[src/rtl/acir_pkg.sv]
// ----------------------------------------------------------------------------
// acir_pkg: shared types and constants of the AC remote IR frame encoder
// Holds the frame template, protocol code tables, register map and the
// structs that pass between the front, the command queue and the back.
// ----------------------------------------------------------------------------
`default_nettype none

package acir_pkg;

  localparam int unsigned FRAME_BYTES = 35;
  localparam int unsigned BYTE_IDX_W  = 6;

  // Register map, as word indexes on the configuration port.
  localparam logic [2:0] REG_HEADER_MARK  = 3'd0;
  localparam logic [2:0] REG_HEADER_SPACE = 3'd1;
  localparam logic [2:0] REG_BIT_MARK     = 3'd2;
  localparam logic [2:0] REG_ZERO_SPACE   = 3'd3;
  localparam logic [2:0] REG_ONE_SPACE    = 3'd4;
  localparam logic [2:0] REG_GAP          = 3'd5;

  localparam logic [11:0] RST_HEADER_MARK  = 12'd3650;
  localparam logic [11:0] RST_HEADER_SPACE = 12'd1623;
  localparam logic [11:0] RST_BIT_MARK     = 12'd428;
  localparam logic [11:0] RST_ZERO_SPACE   = 12'd428;
  localparam logic [11:0] RST_ONE_SPACE    = 12'd1280;
  localparam logic [14:0] RST_GAP          = 15'd29000;

  // Request kinds.
  localparam logic REQ_START = 1'b0;
  localparam logic REQ_NEXT  = 1'b1;

  // Frame bytes that depend on the requested state, and section ends.
  localparam logic [BYTE_IDX_W-1:0] BYTE_MODE  = 6'd21;
  localparam logic [BYTE_IDX_W-1:0] BYTE_TEMP  = 6'd22;
  localparam logic [BYTE_IDX_W-1:0] BYTE_FAN   = 6'd24;
  localparam logic [BYTE_IDX_W-1:0] SEC_A_LAST = 6'd7;
  localparam logic [BYTE_IDX_W-1:0] SEC_B_LAST = 6'd15;
  localparam logic [BYTE_IDX_W-1:0] SEC_C_LAST = 6'd34;

  // Sum of the fixed bytes of the third section; the variable bytes are
  // added to it when a frame is built.
  localparam logic [7:0] SEC_C_FIXED_SUM = 8'h38;

  localparam logic [7:0] TEMP_LOW  = 8'd10;
  localparam logic [7:0] TEMP_HIGH = 8'd32;

  localparam logic [1:0] SEC_A = 2'd0;
  localparam logic [1:0] SEC_B = 2'd1;
  localparam logic [1:0] SEC_C = 2'd2;

  typedef enum logic [2:0] {
    SEG_IDLE,
    SEG_PRE,
    SEG_GAP,
    SEG_HDR,
    SEG_BITS,
    SEG_TRAIL
  } seg_t;

  typedef struct packed {
    logic [11:0] header_mark;
    logic [11:0] header_space;
    logic [11:0] bit_mark;
    logic [11:0] zero_space;
    logic [11:0] one_space;
    logic [14:0] gap;
  } cfg_t;

  // One classified request as it travels through the command queue.
  typedef struct packed {
    logic       is_next;
    logic [7:0] mode_byte;
    logic [7:0] temp_byte;
    logic [7:0] fan_byte;
    logic [7:0] sum_byte;
  } cmd_t;

  typedef struct packed {
    logic        valid_res;
    logic [11:0] mark_us;
    logic [15:0] space_us;
    logic        last_pair;
  } res_t;

  // Fixed frame contents; the checksum bytes of the first two sections are
  // constant and already folded in.
  function automatic logic [7:0] frame_template(input logic [BYTE_IDX_W-1:0] idx);
    logic [7:0] b;
    case (idx)
      6'd0:    b = 8'h11;
      6'd1:    b = 8'hDA;
      6'd2:    b = 8'h27;
      6'd4:    b = 8'hC5;
      6'd7:    b = 8'hD7;
      6'd8:    b = 8'h11;
      6'd9:    b = 8'hDA;
      6'd10:   b = 8'h27;
      6'd12:   b = 8'h42;
      6'd15:   b = 8'h54;
      6'd16:   b = 8'h11;
      6'd17:   b = 8'hDA;
      6'd18:   b = 8'h27;
      6'd21:   b = 8'h49;
      6'd22:   b = 8'h1E;
      6'd24:   b = 8'hB0;
      6'd27:   b = 8'h06;
      6'd28:   b = 8'h60;
      6'd31:   b = 8'hC0;
      default: b = 8'h00;
    endcase
    return b;
  endfunction

  function automatic logic [2:0] mode_code(input logic [2:0] op_mode);
    logic [2:0] c;
    case (op_mode)
      3'd1:    c = 3'd2;
      3'd2:    c = 3'd3;
      3'd3:    c = 3'd4;
      3'd4:    c = 3'd6;
      default: c = 3'd0;
    endcase
    return c;
  endfunction

  function automatic logic [3:0] fan_code(input logic [1:0] fan_speed);
    logic [3:0] c;
    case (fan_speed)
      2'd1:    c = 4'd3;
      2'd2:    c = 4'd5;
      2'd3:    c = 4'd7;
      default: c = 4'hA;
    endcase
    return c;
  endfunction

endpackage

`default_nettype wire

[src/rtl/acir_in_if.sv]
// ----------------------------------------------------------------------------
// acir_in_if: request channel
// Valid/ready channel that carries one start or next request.
// ----------------------------------------------------------------------------
`default_nettype none

interface acir_in_if;
  logic       valid;
  logic       ready;
  logic       req_type;
  logic       power_on;
  logic [2:0] op_mode;
  logic [7:0] temp_celsius;
  logic [1:0] fan_speed;
  logic       swing_on;

  modport source (output valid, req_type, power_on, op_mode, temp_celsius,
                  fan_speed, swing_on, input ready);
  modport sink (input valid, req_type, power_on, op_mode, temp_celsius,
                fan_speed, swing_on, output ready);
endinterface

`default_nettype wire

[src/rtl/acir_out_if.sv]
// ----------------------------------------------------------------------------
// acir_out_if: result channel
// Valid/ready channel that carries one mark/space pair result.
// ----------------------------------------------------------------------------
`default_nettype none

interface acir_out_if;
  logic        valid;
  logic        ready;
  logic        valid_res;
  logic [11:0] mark_us;
  logic [15:0] space_us;
  logic        last_pair;

  modport source (output valid, valid_res, mark_us, space_us, last_pair,
                  input ready);
  modport sink (input valid, valid_res, mark_us, space_us, last_pair,
                output ready);
endinterface

`default_nettype wire

[src/rtl/acir_front.sv]
// ----------------------------------------------------------------------------
// acir_front: request classifier
// Accepts requests, and for a start builds the variable frame bytes and the
// checksum of the third section before queuing the command.
// ----------------------------------------------------------------------------
`default_nettype none

module acir_front (
  acir_in_if.sink        in_chan,
  input  wire logic      q_full,
  output acir_pkg::cmd_t q_wr_data,
  output logic           q_push
);
  import acir_pkg::*;

  logic [7:0] temp_clamped;
  logic [7:0] mode_b;
  logic [7:0] temp_b;
  logic [7:0] fan_b;

  always_comb begin
    if (in_chan.temp_celsius < TEMP_LOW) begin
      temp_clamped = TEMP_LOW;
    end else if (in_chan.temp_celsius > TEMP_HIGH) begin
      temp_clamped = TEMP_HIGH;
    end else begin
      temp_clamped = in_chan.temp_celsius;
    end
    mode_b = {1'b0, mode_code(in_chan.op_mode), 1'b1, 2'b00, in_chan.power_on};
    temp_b = {temp_clamped[6:0], 1'b0};
    fan_b  = {fan_code(in_chan.fan_speed), {4{in_chan.swing_on}}};

    q_wr_data.is_next   = (in_chan.req_type == REQ_NEXT);
    q_wr_data.mode_byte = mode_b;
    q_wr_data.temp_byte = temp_b;
    q_wr_data.fan_byte  = fan_b;
    q_wr_data.sum_byte  = SEC_C_FIXED_SUM + mode_b + temp_b + fan_b;
  end

  assign in_chan.ready = !q_full;
  assign q_push        = in_chan.valid && !q_full;

endmodule

`default_nettype wire

[src/rtl/acir_fifo.sv]
// ----------------------------------------------------------------------------
// acir_fifo: command queue
// Two-entry queue between the classifier and the pair sequencer.
// ----------------------------------------------------------------------------
`default_nettype none

module acir_fifo (
  input  wire logic           clk,
  input  wire logic           rst_n,
  input  wire logic           push,
  input  acir_pkg::cmd_t      wr_data,
  input  wire logic           pop,
  output acir_pkg::cmd_t      rd_data,
  output logic                full,
  output logic                empty
);
  import acir_pkg::*;

  cmd_t       slot_r [2];
  logic       wr_ptr_r;
  logic       rd_ptr_r;
  logic [1:0] count_r;

  assign full    = (count_r == 2'd2);
  assign empty   = (count_r == 2'd0);
  assign rd_data = slot_r[rd_ptr_r];

  always_ff @(posedge clk) begin
    if (push) begin
      slot_r[wr_ptr_r] <= wr_data;
    end
  end

  always_ff @(posedge clk) begin
    if (!rst_n) begin
      wr_ptr_r <= 1'b0;
      rd_ptr_r <= 1'b0;
      count_r  <= 2'd0;
    end else begin
      if (push) begin
        wr_ptr_r <= !wr_ptr_r;
      end
      if (pop) begin
        rd_ptr_r <= !rd_ptr_r;
      end
      case ({push, pop})
        2'b10:   count_r <= count_r + 2'd1;
        2'b01:   count_r <= count_r - 2'd1;
        default: count_r <= count_r;
      endcase
    end
  end

endmodule

`default_nettype wire

[src/rtl/acir_back.sv]
// ----------------------------------------------------------------------------
// acir_back: pair sequencer
// Walks the preamble, gap, headers, data bits and trailers of the frame and
// delivers one pair (empty when idle) per next command through an output register.
// ----------------------------------------------------------------------------
`default_nettype none

module acir_back #(
  parameter int unsigned PREAMBLE_ZERO_BITS = 5
) (
  input  wire logic      clk,
  input  wire logic      rst_n,
  input  acir_pkg::cfg_t cfg,
  input  acir_pkg::cmd_t q_rd_data,
  input  wire logic      q_empty,
  output logic           q_pop,
  acir_out_if.source     out_chan
);
  import acir_pkg::*;

  localparam int unsigned PRE_W = $clog2(PREAMBLE_ZERO_BITS + 1);
  localparam logic [PRE_W-1:0] PRE_LAST = PRE_W'(PREAMBLE_ZERO_BITS - 1);

  seg_t                  seg_r, seg_nxt;
  logic [PRE_W-1:0]      pre_cnt_r, pre_cnt_nxt;
  logic [BYTE_IDX_W-1:0] byte_idx_r, byte_idx_nxt;
  logic [2:0]            bit_idx_r, bit_idx_nxt;
  logic [1:0]            sec_r, sec_nxt;
  logic [7:0]            mode_byte_r, temp_byte_r, fan_byte_r, sum_byte_r;
  logic                  out_valid_r, out_valid_nxt;
  res_t                  out_res_r, res;
  logic [7:0]            cur_byte;
  logic [BYTE_IDX_W-1:0] sec_last;
  logic [15:0]           trail_space;
  logic                  load_frame;

  always_comb begin
    case (byte_idx_r)
      BYTE_MODE:  cur_byte = mode_byte_r;
      BYTE_TEMP:  cur_byte = temp_byte_r;
      BYTE_FAN:   cur_byte = fan_byte_r;
      SEC_C_LAST: cur_byte = sum_byte_r;
      default:    cur_byte = frame_template(byte_idx_r);
    endcase
    case (sec_r)
      SEC_A:   sec_last = SEC_A_LAST;
      SEC_B:   sec_last = SEC_B_LAST;
      default: sec_last = SEC_C_LAST;
    endcase
  end

  assign trail_space = {4'd0, cfg.zero_space} + {1'b0, cfg.gap};

  always_comb begin
    q_pop         = !q_empty && (!out_valid_r || out_chan.ready);
    load_frame    = q_pop && !q_rd_data.is_next;
    seg_nxt       = seg_r;
    pre_cnt_nxt   = pre_cnt_r;
    byte_idx_nxt  = byte_idx_r;
    bit_idx_nxt   = bit_idx_r;
    sec_nxt       = sec_r;
    res           = '0;
    out_valid_nxt = out_valid_r && !out_chan.ready;

    if (load_frame) begin
      seg_nxt      = SEG_PRE;
      pre_cnt_nxt  = '0;
      byte_idx_nxt = '0;
      bit_idx_nxt  = '0;
      sec_nxt      = SEC_A;
    end else if (q_pop) begin
      out_valid_nxt = 1'b1;
      case (seg_r)
        SEG_PRE: begin
          res = '{valid_res: 1'b1, mark_us: cfg.bit_mark,
                  space_us: {4'd0, cfg.zero_space}, last_pair: 1'b0};
          pre_cnt_nxt = pre_cnt_r + PRE_W'(1);
          if (pre_cnt_r == PRE_LAST) begin
            seg_nxt = SEG_GAP;
          end
        end
        SEG_GAP: begin
          res = '{valid_res: 1'b1, mark_us: cfg.bit_mark,
                  space_us: trail_space, last_pair: 1'b0};
          seg_nxt = SEG_HDR;
        end
        SEG_HDR: begin
          res = '{valid_res: 1'b1, mark_us: cfg.header_mark,
                  space_us: {4'd0, cfg.header_space}, last_pair: 1'b0};
          seg_nxt = SEG_BITS;
        end
        SEG_BITS: begin
          res = '{valid_res: 1'b1, mark_us: cfg.bit_mark,
                  space_us: {4'd0, cur_byte[bit_idx_r] ? cfg.one_space
                                                       : cfg.zero_space},
                  last_pair: 1'b0};
          bit_idx_nxt = bit_idx_r + 3'd1;
          if (bit_idx_r == 3'd7) begin
            byte_idx_nxt = byte_idx_r + 6'd1;
            if (byte_idx_r == sec_last) begin
              seg_nxt = SEG_TRAIL;
            end
          end
        end
        SEG_TRAIL: begin
          res = '{valid_res: 1'b1, mark_us: cfg.bit_mark,
                  space_us: trail_space, last_pair: (sec_r == SEC_C)};
          if (sec_r == SEC_C) begin
            seg_nxt = SEG_IDLE;
          end else begin
            sec_nxt = sec_r + 2'd1;
            seg_nxt = SEG_HDR;
          end
        end
        default: begin
          // No frame in progress: an empty result.
          res = '0;
        end
      endcase
    end
  end

  always_ff @(posedge clk) begin
    if (!rst_n) begin
      seg_r       <= SEG_IDLE;
      pre_cnt_r   <= '0;
      byte_idx_r  <= '0;
      bit_idx_r   <= '0;
      sec_r       <= SEC_A;
      out_valid_r <= 1'b0;
    end else begin
      seg_r       <= seg_nxt;
      pre_cnt_r   <= pre_cnt_nxt;
      byte_idx_r  <= byte_idx_nxt;
      bit_idx_r   <= bit_idx_nxt;
      sec_r       <= sec_nxt;
      out_valid_r <= out_valid_nxt;
    end
  end

  always_ff @(posedge clk) begin
    if (load_frame) begin
      mode_byte_r <= q_rd_data.mode_byte;
      temp_byte_r <= q_rd_data.temp_byte;
      fan_byte_r  <= q_rd_data.fan_byte;
      sum_byte_r  <= q_rd_data.sum_byte;
    end
    if (q_pop && q_rd_data.is_next) begin
      out_res_r <= res;
    end
  end

  assign out_chan.valid     = out_valid_r;
  assign out_chan.valid_res = out_res_r.valid_res;
  assign out_chan.mark_us   = out_res_r.mark_us;
  assign out_chan.space_us  = out_res_r.space_us;
  assign out_chan.last_pair = out_res_r.last_pair;

endmodule

`default_nettype wire

[src/rtl/ac_remote_ir_frame_encoder.sv]
// A next request accepted on the request channel is written to a queue slot, then
// to the output register, from which its pair goes out on the result channel.
// Throughput: one request per cycle while results are taken, set by the single-pair step.
// A start request produces no result and restarts the frame at its first pair.
// Reset (rst_n low, synchronous) empties the queue, drops any frame in progress
// and restores the timing registers to their defaults.
// ----------------------------------------------------------------------------
// ac_remote_ir_frame_encoder: air-conditioner IR remote frame encoder
// Builds the 35-byte, three-section remote frame from the requested unit
// state and returns its mark/space timing sequence one pair per next request.
// ----------------------------------------------------------------------------
`default_nettype none

module ac_remote_ir_frame_encoder #(
  parameter int unsigned PREAMBLE_ZERO_BITS = 5
) (
  input  wire logic        clk,
  input  wire logic        rst_n,
  acir_in_if.sink          in_chan,
  acir_out_if.source       out_chan,
  input  wire logic        psel,
  input  wire logic        penable,
  input  wire logic        pwrite,
  input  wire logic [4:0]  paddr,
  input  wire logic [31:0] pwdata,
  output logic [31:0]      prdata,
  output logic             pready
);
  import acir_pkg::*;

  // The design has three parts. The front classifies each request
  // transaction and, for a start, computes the three state-dependent frame
  // bytes and the checksum of the third section. Those values travel in a
  // two-entry command queue, so the front keeps accepting while the back
  // waits on a stalled result channel, until the queue is full. The back is
  // the pair sequencer: it keeps the frame bytes and a position made of a
  // segment state, a byte index and a bit index, and writes one pair, empty
  // when idle, per next command into its output register.

  cfg_t       cfg_r;
  cmd_t       q_wr_data;
  cmd_t       q_rd_data;
  logic       q_push;
  logic       q_pop;
  logic       q_full;
  logic       q_empty;
  logic       cfg_write;
  logic [2:0] reg_idx;

  // Configuration port: zero wait states, writes land at the access phase.
  assign pready    = 1'b1;
  assign reg_idx   = paddr[4:2];
  assign cfg_write = psel && penable && pwrite && pready;

  always_ff @(posedge clk) begin
    if (!rst_n) begin
      cfg_r.header_mark  <= RST_HEADER_MARK;
      cfg_r.header_space <= RST_HEADER_SPACE;
      cfg_r.bit_mark     <= RST_BIT_MARK;
      cfg_r.zero_space   <= RST_ZERO_SPACE;
      cfg_r.one_space    <= RST_ONE_SPACE;
      cfg_r.gap          <= RST_GAP;
    end else if (cfg_write) begin
      case (reg_idx)
        REG_HEADER_MARK:  cfg_r.header_mark  <= pwdata[11:0];
        REG_HEADER_SPACE: cfg_r.header_space <= pwdata[11:0];
        REG_BIT_MARK:     cfg_r.bit_mark     <= pwdata[11:0];
        REG_ZERO_SPACE:   cfg_r.zero_space   <= pwdata[11:0];
        REG_ONE_SPACE:    cfg_r.one_space    <= pwdata[11:0];
        REG_GAP:          cfg_r.gap          <= pwdata[14:0];
        default: begin
          // Addresses past the register list are ignored.
        end
      endcase
    end
  end

  always_comb begin
    case (reg_idx)
      REG_HEADER_MARK:  prdata = {20'd0, cfg_r.header_mark};
      REG_HEADER_SPACE: prdata = {20'd0, cfg_r.header_space};
      REG_BIT_MARK:     prdata = {20'd0, cfg_r.bit_mark};
      REG_ZERO_SPACE:   prdata = {20'd0, cfg_r.zero_space};
      REG_ONE_SPACE:    prdata = {20'd0, cfg_r.one_space};
      REG_GAP:          prdata = {17'd0, cfg_r.gap};
      default:          prdata = 32'd0;
    endcase
  end

  acir_front u_front (
    .in_chan   (in_chan),
    .q_full    (q_full),
    .q_wr_data (q_wr_data),
    .q_push    (q_push)
  );

  acir_fifo u_fifo (
    .clk     (clk),
    .rst_n   (rst_n),
    .push    (q_push),
    .wr_data (q_wr_data),
    .pop     (q_pop),
    .rd_data (q_rd_data),
    .full    (q_full),
    .empty   (q_empty)
  );

  acir_back #(
    .PREAMBLE_ZERO_BITS (PREAMBLE_ZERO_BITS)
  ) u_back (
    .clk       (clk),
    .rst_n     (rst_n),
    .cfg       (cfg_r),
    .q_rd_data (q_rd_data),
    .q_empty   (q_empty),
    .q_pop     (q_pop),
    .out_chan  (out_chan)
  );

endmodule

`default_nettype wire

[src/flat_wrapper.sv]
// flat-port wrapper written by rule: the top's interface ports become plain ports
module ac_remote_ir_frame_encoder_flat import acir_pkg::*;
#(
  parameter int unsigned PREAMBLE_ZERO_BITS = 5
)
  (clk, rst_n, psel, penable, pwrite, paddr, pwdata, prdata, pready, in_chan_valid, in_chan_req_type, in_chan_power_on, in_chan_op_mode, in_chan_temp_celsius, in_chan_fan_speed, in_chan_swing_on, in_chan_ready, out_chan_valid, out_chan_valid_res, out_chan_mark_us, out_chan_space_us, out_chan_last_pair, out_chan_ready);
  acir_in_if in_chan_i ();
  acir_out_if out_chan_i ();
  input  wire logic clk;
  input  wire logic rst_n;
  input  wire logic psel;
  input  wire logic penable;
  input  wire logic pwrite;
  input  wire logic [4:0] paddr;
  input  wire logic [31:0] pwdata;
  output logic [31:0] prdata;
  output logic pready;
  input wire logic [$bits(in_chan_i.valid)-1:0] in_chan_valid;
  input wire logic [$bits(in_chan_i.req_type)-1:0] in_chan_req_type;
  input wire logic [$bits(in_chan_i.power_on)-1:0] in_chan_power_on;
  input wire logic [$bits(in_chan_i.op_mode)-1:0] in_chan_op_mode;
  input wire logic [$bits(in_chan_i.temp_celsius)-1:0] in_chan_temp_celsius;
  input wire logic [$bits(in_chan_i.fan_speed)-1:0] in_chan_fan_speed;
  input wire logic [$bits(in_chan_i.swing_on)-1:0] in_chan_swing_on;
  output wire logic [$bits(in_chan_i.ready)-1:0] in_chan_ready;
  output wire logic [$bits(out_chan_i.valid)-1:0] out_chan_valid;
  output wire logic [$bits(out_chan_i.valid_res)-1:0] out_chan_valid_res;
  output wire logic [$bits(out_chan_i.mark_us)-1:0] out_chan_mark_us;
  output wire logic [$bits(out_chan_i.space_us)-1:0] out_chan_space_us;
  output wire logic [$bits(out_chan_i.last_pair)-1:0] out_chan_last_pair;
  input wire logic [$bits(out_chan_i.ready)-1:0] out_chan_ready;
  assign in_chan_i.valid = in_chan_valid;
  assign in_chan_i.req_type = in_chan_req_type;
  assign in_chan_i.power_on = in_chan_power_on;
  assign in_chan_i.op_mode = in_chan_op_mode;
  assign in_chan_i.temp_celsius = in_chan_temp_celsius;
  assign in_chan_i.fan_speed = in_chan_fan_speed;
  assign in_chan_i.swing_on = in_chan_swing_on;
  assign in_chan_ready = in_chan_i.ready;
  assign out_chan_valid = out_chan_i.valid;
  assign out_chan_valid_res = out_chan_i.valid_res;
  assign out_chan_mark_us = out_chan_i.mark_us;
  assign out_chan_space_us = out_chan_i.space_us;
  assign out_chan_last_pair = out_chan_i.last_pair;
  assign out_chan_i.ready = out_chan_ready;
  ac_remote_ir_frame_encoder #(.PREAMBLE_ZERO_BITS(PREAMBLE_ZERO_BITS)) u_core (.clk(clk), .rst_n(rst_n), .in_chan(in_chan_i), .out_chan(out_chan_i), .psel(psel), .penable(penable), .pwrite(pwrite), .paddr(paddr), .pwdata(pwdata), .prdata(prdata), .pready(pready));
endmodule
[config.mk]
export PLATFORM = sky130hd
export DESIGN_NAME = ac_remote_ir_frame_encoder_flat
export DESIGN_NICKNAME = d
export VERILOG_FILES = /design/src/rtl/acir_pkg.sv /design/src/rtl/acir_in_if.sv /design/src/rtl/acir_out_if.sv /design/src/rtl/acir_front.sv /design/src/rtl/acir_fifo.sv /design/src/rtl/acir_back.sv /design/src/rtl/ac_remote_ir_frame_encoder.sv /design/src/flat_wrapper.sv
export SDC_FILE = /design/constraint.sdc
export NUM_CORES = 1
export LEC_CHECK = 0
export ABC_AREA = 1
export BUFFER_PORTS_ARGS = -buffer_cell sky130_fd_sc_hd__buf_2
export CORE_MARGIN = 3
export CORE_UTILIZATION = 56
export CTS_CLUSTER_DIAMETER = 40
export DETAILED_ROUTE_END_ITERATION = 7
export PLACE_DENSITY = 0.77
export SLEW_MARGIN = 20
export SYNTH_ARGS = -nofsm -noshare
export SYNTH_HDL_FRONTEND = slang
export SYNTH_SLANG_ARGS = --single-unit
[constraint.sdc]
create_clock -name clk -period 3.6 [get_ports clk]
set_clock_uncertainty 0.05 [all_clocks]
set_input_delay 0.54 -clock clk [delete_from_list [all_inputs] [get_ports clk]]
set_output_delay 0.54 -clock clk [all_outputs]
set_load 0.1 [all_outputs]
Yosys cells after proc, flatten, opt, wreduce, memory -nomap -nowiden
Memory sizes are Yosys's and may differ from the RTL's. A register that Yosys moved wholly into a read port is not among the register bits. Index checks and enable logic that the tools add are counted.

Add/sub/neg operators: 10. Multipliers: 0. Div/mod/pow operators: 0. $lt $le $gt $ge: 3. Equality and inequality tests: 35. Shift operators: 0. Muxes and demuxes: 28. Bitwise operators: 3. Reductions and logical operators: 36.

Operators with widths (count): 30-bit one-hot mux with 5 select lines (1); 15-bit one-hot mux with 6 select lines (1); 8-bit one-hot mux with 4 select lines (1); 3-bit == test, second input constant (7); 3-bit by 2-bit == test with 1-bit output, second input constant (6); 6-bit by 5-bit == test with 1-bit output, second input constant (3); 12-bit by 15-bit adder with 16-bit output (1); 8-bit adder (2); 2-bit AND reduction (8); 3-bit one-hot mux with 5 select lines (1); 7-bit 2-to-1 mux (2); 12-bit 2-to-1 mux (1); 3-bit one-hot mux with 4 select lines (1); 4-bit one-hot mux with 3 select lines (1); 6-bit one-hot mux with 2 select lines (1); 2-bit == test, second input constant (5); 5-bit 2-to-1 mux (2); 5-bit AND reduction (2); 3-bit by 1-bit == test with 1-bit output, second input constant (3); 1-bit 2-to-1 mux (9); 3-bit 2-to-1 mux (3); 3-bit != test, second input constant (3); 6-bit by 7-bit adder with 8-bit output, first input constant (1); 8-bit by 6-bit greater-than comparator with 1-bit output, second input constant (1); other kinds (25) (49).

Bits in registers: 159. Bits in latches: 0. RAM bits: 56. Bits in read-only memories: 256. Bits of input ports: 60. Output and inout port bits: 65. Logic and storage cells: 141. Memories kept: 2.

Memories: (no name shown) (words 32, width 8, read ports 1, clocked after memory_dff 1, write ports 0, RTL line acir_pkg.sv:89) `case (idx)`; u_core.u_fifo.slot_r (words 2, width 28, read ports 1, clocked after memory_dff 1, write ports 1, RTL line acir_fifo.sv:19) `cmd_t slot_r [2];`.

Longest topological paths before layout
Depth after elaboration: 8. Mapped depth: 17. Gate-level depth less buffers: 17.

Cells and area by module
From an unflattened synthesis, not the netlist that was laid out.

Cell total of the unflattened synthesis: 1465. Area total of the unflattened synthesis: 12510.7 sq um.

By module, submodules not included: acir_back (times used 1, cells an instance 633, area an instance 5247.5 sq um, sequential area each 2382.3 sq um); ac_remote_ir_frame_encoder (times used 1, cells an instance 585, area an instance 3788.6 sq um, sequential area each 1501.4 sq um); acir_fifo (times used 1, cells an instance 138, area an instance 2763.9 sq um, sequential area each 2082.0 sq um); acir_front (times used 1, cells an instance 109, area an instance 710.7 sq um, sequential area each 0.0 sq um).

Worst setup path after synthesis
Ideal clock, no wire load.

Path kind: register -> register. Start: register u_core.u_back.out_valid_r (netlist: u_core.u_back.out_chan.valid). End: register with a tool-made name. Library setup time: 0.118 ns. Arrival time: 3.417 ns. Required time: 3.432 ns. Slack: 0.016 ns. Cell stages (with the launch flop): 15. Buffers on the path: 0. Period minus slack after synthesis: 3.584 ns. Path through: dfxtp_1 -> inv_1 -> nor2_1 -> a21oi_4 -> inv_2 -> nor2_1 -> nor2_2 -> inv_2 -> nor3_1 -> inv_1 -> ha_1 -> nand2_1 -> nor2_2 -> nor3_1 -> nor2_1.

RTL lines: from (decl) (RTL line acir_back.sv:30) `logic out_valid_r, out_valid_nxt;`; from (signal assigned) (RTL line acir_back.sv:137) `out_valid_r <= out_valid_nxt;`.

Final worst setup path
Start: input port paddr[3]. End: output port prdata[6].

Longest elaborated chain between the ends: 2. Elaborated cells between the ends (all ways): 7. Those cells by class: 5 x eq/ne; 1 x mux; 1 x reduce/logical.

RTL lines: from (decl) (RTL line flat_wrapper.sv:14) `input wire logic [4:0] paddr;`; 3-bit == test (tied with other cells) (RTL line ac_remote_ir_frame_encoder.sv:79) `case (reg_idx)`; 15-bit one-hot mux with 6 select lines * (RTL line ac_remote_ir_frame_encoder.sv:79); to (decl) (RTL line flat_wrapper.sv:16) `output logic [31:0] prdata;`.

Mark *: on every way between the ends. The rest lies on a longest branch, timed or not.

==> impl_metrics.tcl <==
set metrics [dict create \
    drc 0 \
    min_delay_path_depth 1 \
    final_cell_mix "nand2_1, inv_1, nor2_1" \
    finalNetCount 1424 \
    crit_family "buffers and inverters" \
    hold_violations 0 \
    cts_made_buffers 30 \
    grt-ovfl-total 0 \
    cp.required_ps 3010 \
    cp_slowest_stage_delay_ps 490 \
    dieArea_um2 20800 \
    dr_total_vias 8910 \
    ctsLongestPathBuffers 3 \
    clk_pin_slew_worst_paths_ps 60 \
    hold_path.class "input port to flop" \
    grt_pass1_wl_um 43400 \
    pre_cts_slack_ps 145 \
    fmax_mhz 330 \
    tightest_slew_ps 697 \
    portBuffers 87 \
    worstPathArrival_ps 2440 \
    clkPwrFrac 0.358 \
    post_cts_resized 0 \
    p_comb_frac 0.275 \
    grt_pass1_vias 8414 \
    p_sw_mw 3.07 \
    end_kind "primary output" \
    fin_crit_sh 0.841 \
    coreArea_um2 18400 \
    critPathLaunchType "input port" \
    drv_slew 0 \
    status "finished clean" \
    routabilityCongestion 0.939 \
    syn_to_final_growth_pct 16.1 \
    holdBufCountCts 0 \
    max_cap_violations 0 \
    n_antenna_cell 0 \
    syn_inst 1213 \
    yosysSeqAreaShare 0.490 \
    grt_max_degree 70 \
    p_int_mw 5.29 \
    ant_nets 0 \
    yosysWarnings 0 \
    slew_headroom 0.534 \
    synthTopCellsByArea "edfxtp_1, dfxtp_1, nand2_1" \
    ys_seq_elements 210 \
    avgViaCountPerCell 5.68 \
    postSynthAreaPerCell_um2 8.82 \
    rows 49 \
    yosysTopAreaCellShare 0.292 \
    rsz0062_at_grt "false" \
    die_h_um 144 \
    grt_usage 0.264 \
    die_w_um 144 \
    ir_drop_mv 0.577 \
    pwr_density_cell_nw_per_um2 673 \
    seq_power_share 0.367 \
    p_leak_nw 5.31 \
    drive_above_1_share 0.177 \
    cp_cell_sequence "buf_2 -> nor3_2 -> clkinv_1 -> o21ai_0 -> a221oi_1 -> o221ai_1 -> buf_2" \
    synthArstFlopShare 0 \
    slowest_stage "buf_2" \
    synth.largest_area_cell "edfxtp_1" \
    setup_ws_ps 574 \
    postCtsSetupBuffers 0 \
    synth_ff_type "dfxtp_1" \
    fin_area_um2 12400 \
    io_pins 125 \
    path_class "input port to primary output" \
    cts_sinks 210 \
    reg2regPathDepth 11 \
    crit_fanout 9 \
    crit_buf_inv 3 \
    wirelength_um 27500 \
    post_drt_wl_per_cell_um 17.5 \
    antenna_found_initial 0 \
    instances_no_fill 1568 \
    setup_viol 0 \
    synth_cell_type_count 51 \
    cts_max_level 1 \
    cpMostUsedCell "buf_2" \
    switching_share 0.367 \
    start_util 0.582 \
    mostFrequentLayoutCell "nand2_1" \
    finalSetupTns_ps 0 \
    dpl.hpwl_um 19500 \
    cts_tree "done" \
    placed_area_um2 11400 \
    synth-edff-count 104 \
    cts_root_buf "clkbuf_16" \
    fin_crit_ps 3030 \
    clock_latency_ps 550 \
    dp_cells 1512 \
    synth_area_um2 10700 \
    cp.depth 7 \
    drt_iter0_drc 827 \
    firstDrtPassIters 5 \
]
==> flip-flops by register name, summed over array words and instances, names as in the netlist, 4 cells and up, named ones only <==
name	cells
u_core.cfg_r	75
u_core.u_fifo.slot_r	50
u_core.u_back.out_chan.space_us	16
u_core.u_back.out_chan.mark_us	12
u_core.u_back.sum_byte_r	8
u_core.u_back.temp_byte_r	7
u_core.u_back.byte_idx_r	6
u_core.u_back.fan_byte_r	5
u_core.u_back.mode_byte_r	4
==> routing by layer <==
layer	GRT usage	share of wire	up-vias
li1	-	-	4307
met1	0.386	0.44	4128
met2	0.401	0.44	419
met3	0.0582	0.10	56
met4	0.0673	0.023	0
met5	0	0	-
==> power groups by stage <==
| stage | clock network (mW) | registers, mW | logic [mW] |
|---|---|---|---|
| detailed placement | 0 | 3.11 | 2.27 |
| finish | 3.00 | 3.07 | 2.29 |
| global placement | 0 | 3.10 | 2.25 |
| CTS | 3.02 | 3.07 | 2.30 |
| floorplan | 0 | 3.79 | 1.11 |
| global route | 3.12 | 3.10 | 2.44 |
==> final cells by class <==
type | instances | area, um^2
clock inverter | 20 | 235
timing repair buffer | 108 | 608
multi-input combinational | 801 | 4610
tap | 229 | 287
fill | 1464 | 5970
clock buffer | 36 | 815
sequential | 210 | 5250
inverter | 164 | 619
==> kinds of logic (layout without fill, tap and decap cells) <==
family,count (synthesis),count (layout),share of synthesized area
xor+xnor,11,11,0.00971
fa+ha+maj,49,49,0.0608
other cells,2,20,0.000702
flops,210,210,0.490
buf+inv,220,328,0.0862
mux,25,25,0.0263
compound gates,262,262,0.142
simple gates,434,434,0.184
==> metrics by stage <==
step	utilization	power (mW)	hold WS, ps
final	0.675	8.36	148
after global routing	0.675	8.66	137
after floorplan	-	4.89	376
after detailed placement	0.618	5.38	393
after CTS	0.675	8.38	135
after global placement	0.618	5.35	386
==> cells in the mapped netlist, drive strengths merged (2+ instances only) <==
| cell | n |
|---|---|
| xor2 | 7 |
| nor2 | 147 |
| buf | 29 |
| a22oi | 21 |
| mux2 | 25 |
| nand3 | 79 |
| o2111ai | 6 |
| dfxtp | 106 |
| or2 | 3 |
| a221oi | 8 |
| xnor2 | 4 |
| inv | 161 |
| o221ai | 9 |
| clkbuf | 27 |
| fa | 5 |
| nand3b | 4 |
| edfxtp | 104 |
| nand2 | 168 |
| o21ai | 96 |
| conb | 2 |
| a21oi | 95 |
| nand4 | 10 |
| and3 | 3 |
| clkinv | 3 |
| a21o | 2 |
| ha | 44 |
| o22ai | 9 |
| o211ai | 12 |
| nor3 | 20 |
==> final timing paths <==
check	startpoint	to	slack (ps)
worst max-delay path	paddr[3]	prdata[6]	570
worst min-delay path	in_chan_req_type	u_core.u_fifo.slot_r[0][27]$_DFFE_PP_	150
worst max register to register	u_core.u_back.byte_idx_r[0]$_SDFFE_PP0P_	u_core.u_back.out_chan.space_us[1]$_SDFFCE_PP0P_	620
worst min register to register	u_core.u_fifo.rd_ptr_r$_SDFFE_PN0N_	u_core.u_fifo.rd_ptr_r$_SDFFE_PN0N_	410
No activity file was read; power rests on OpenSTA's default activity.
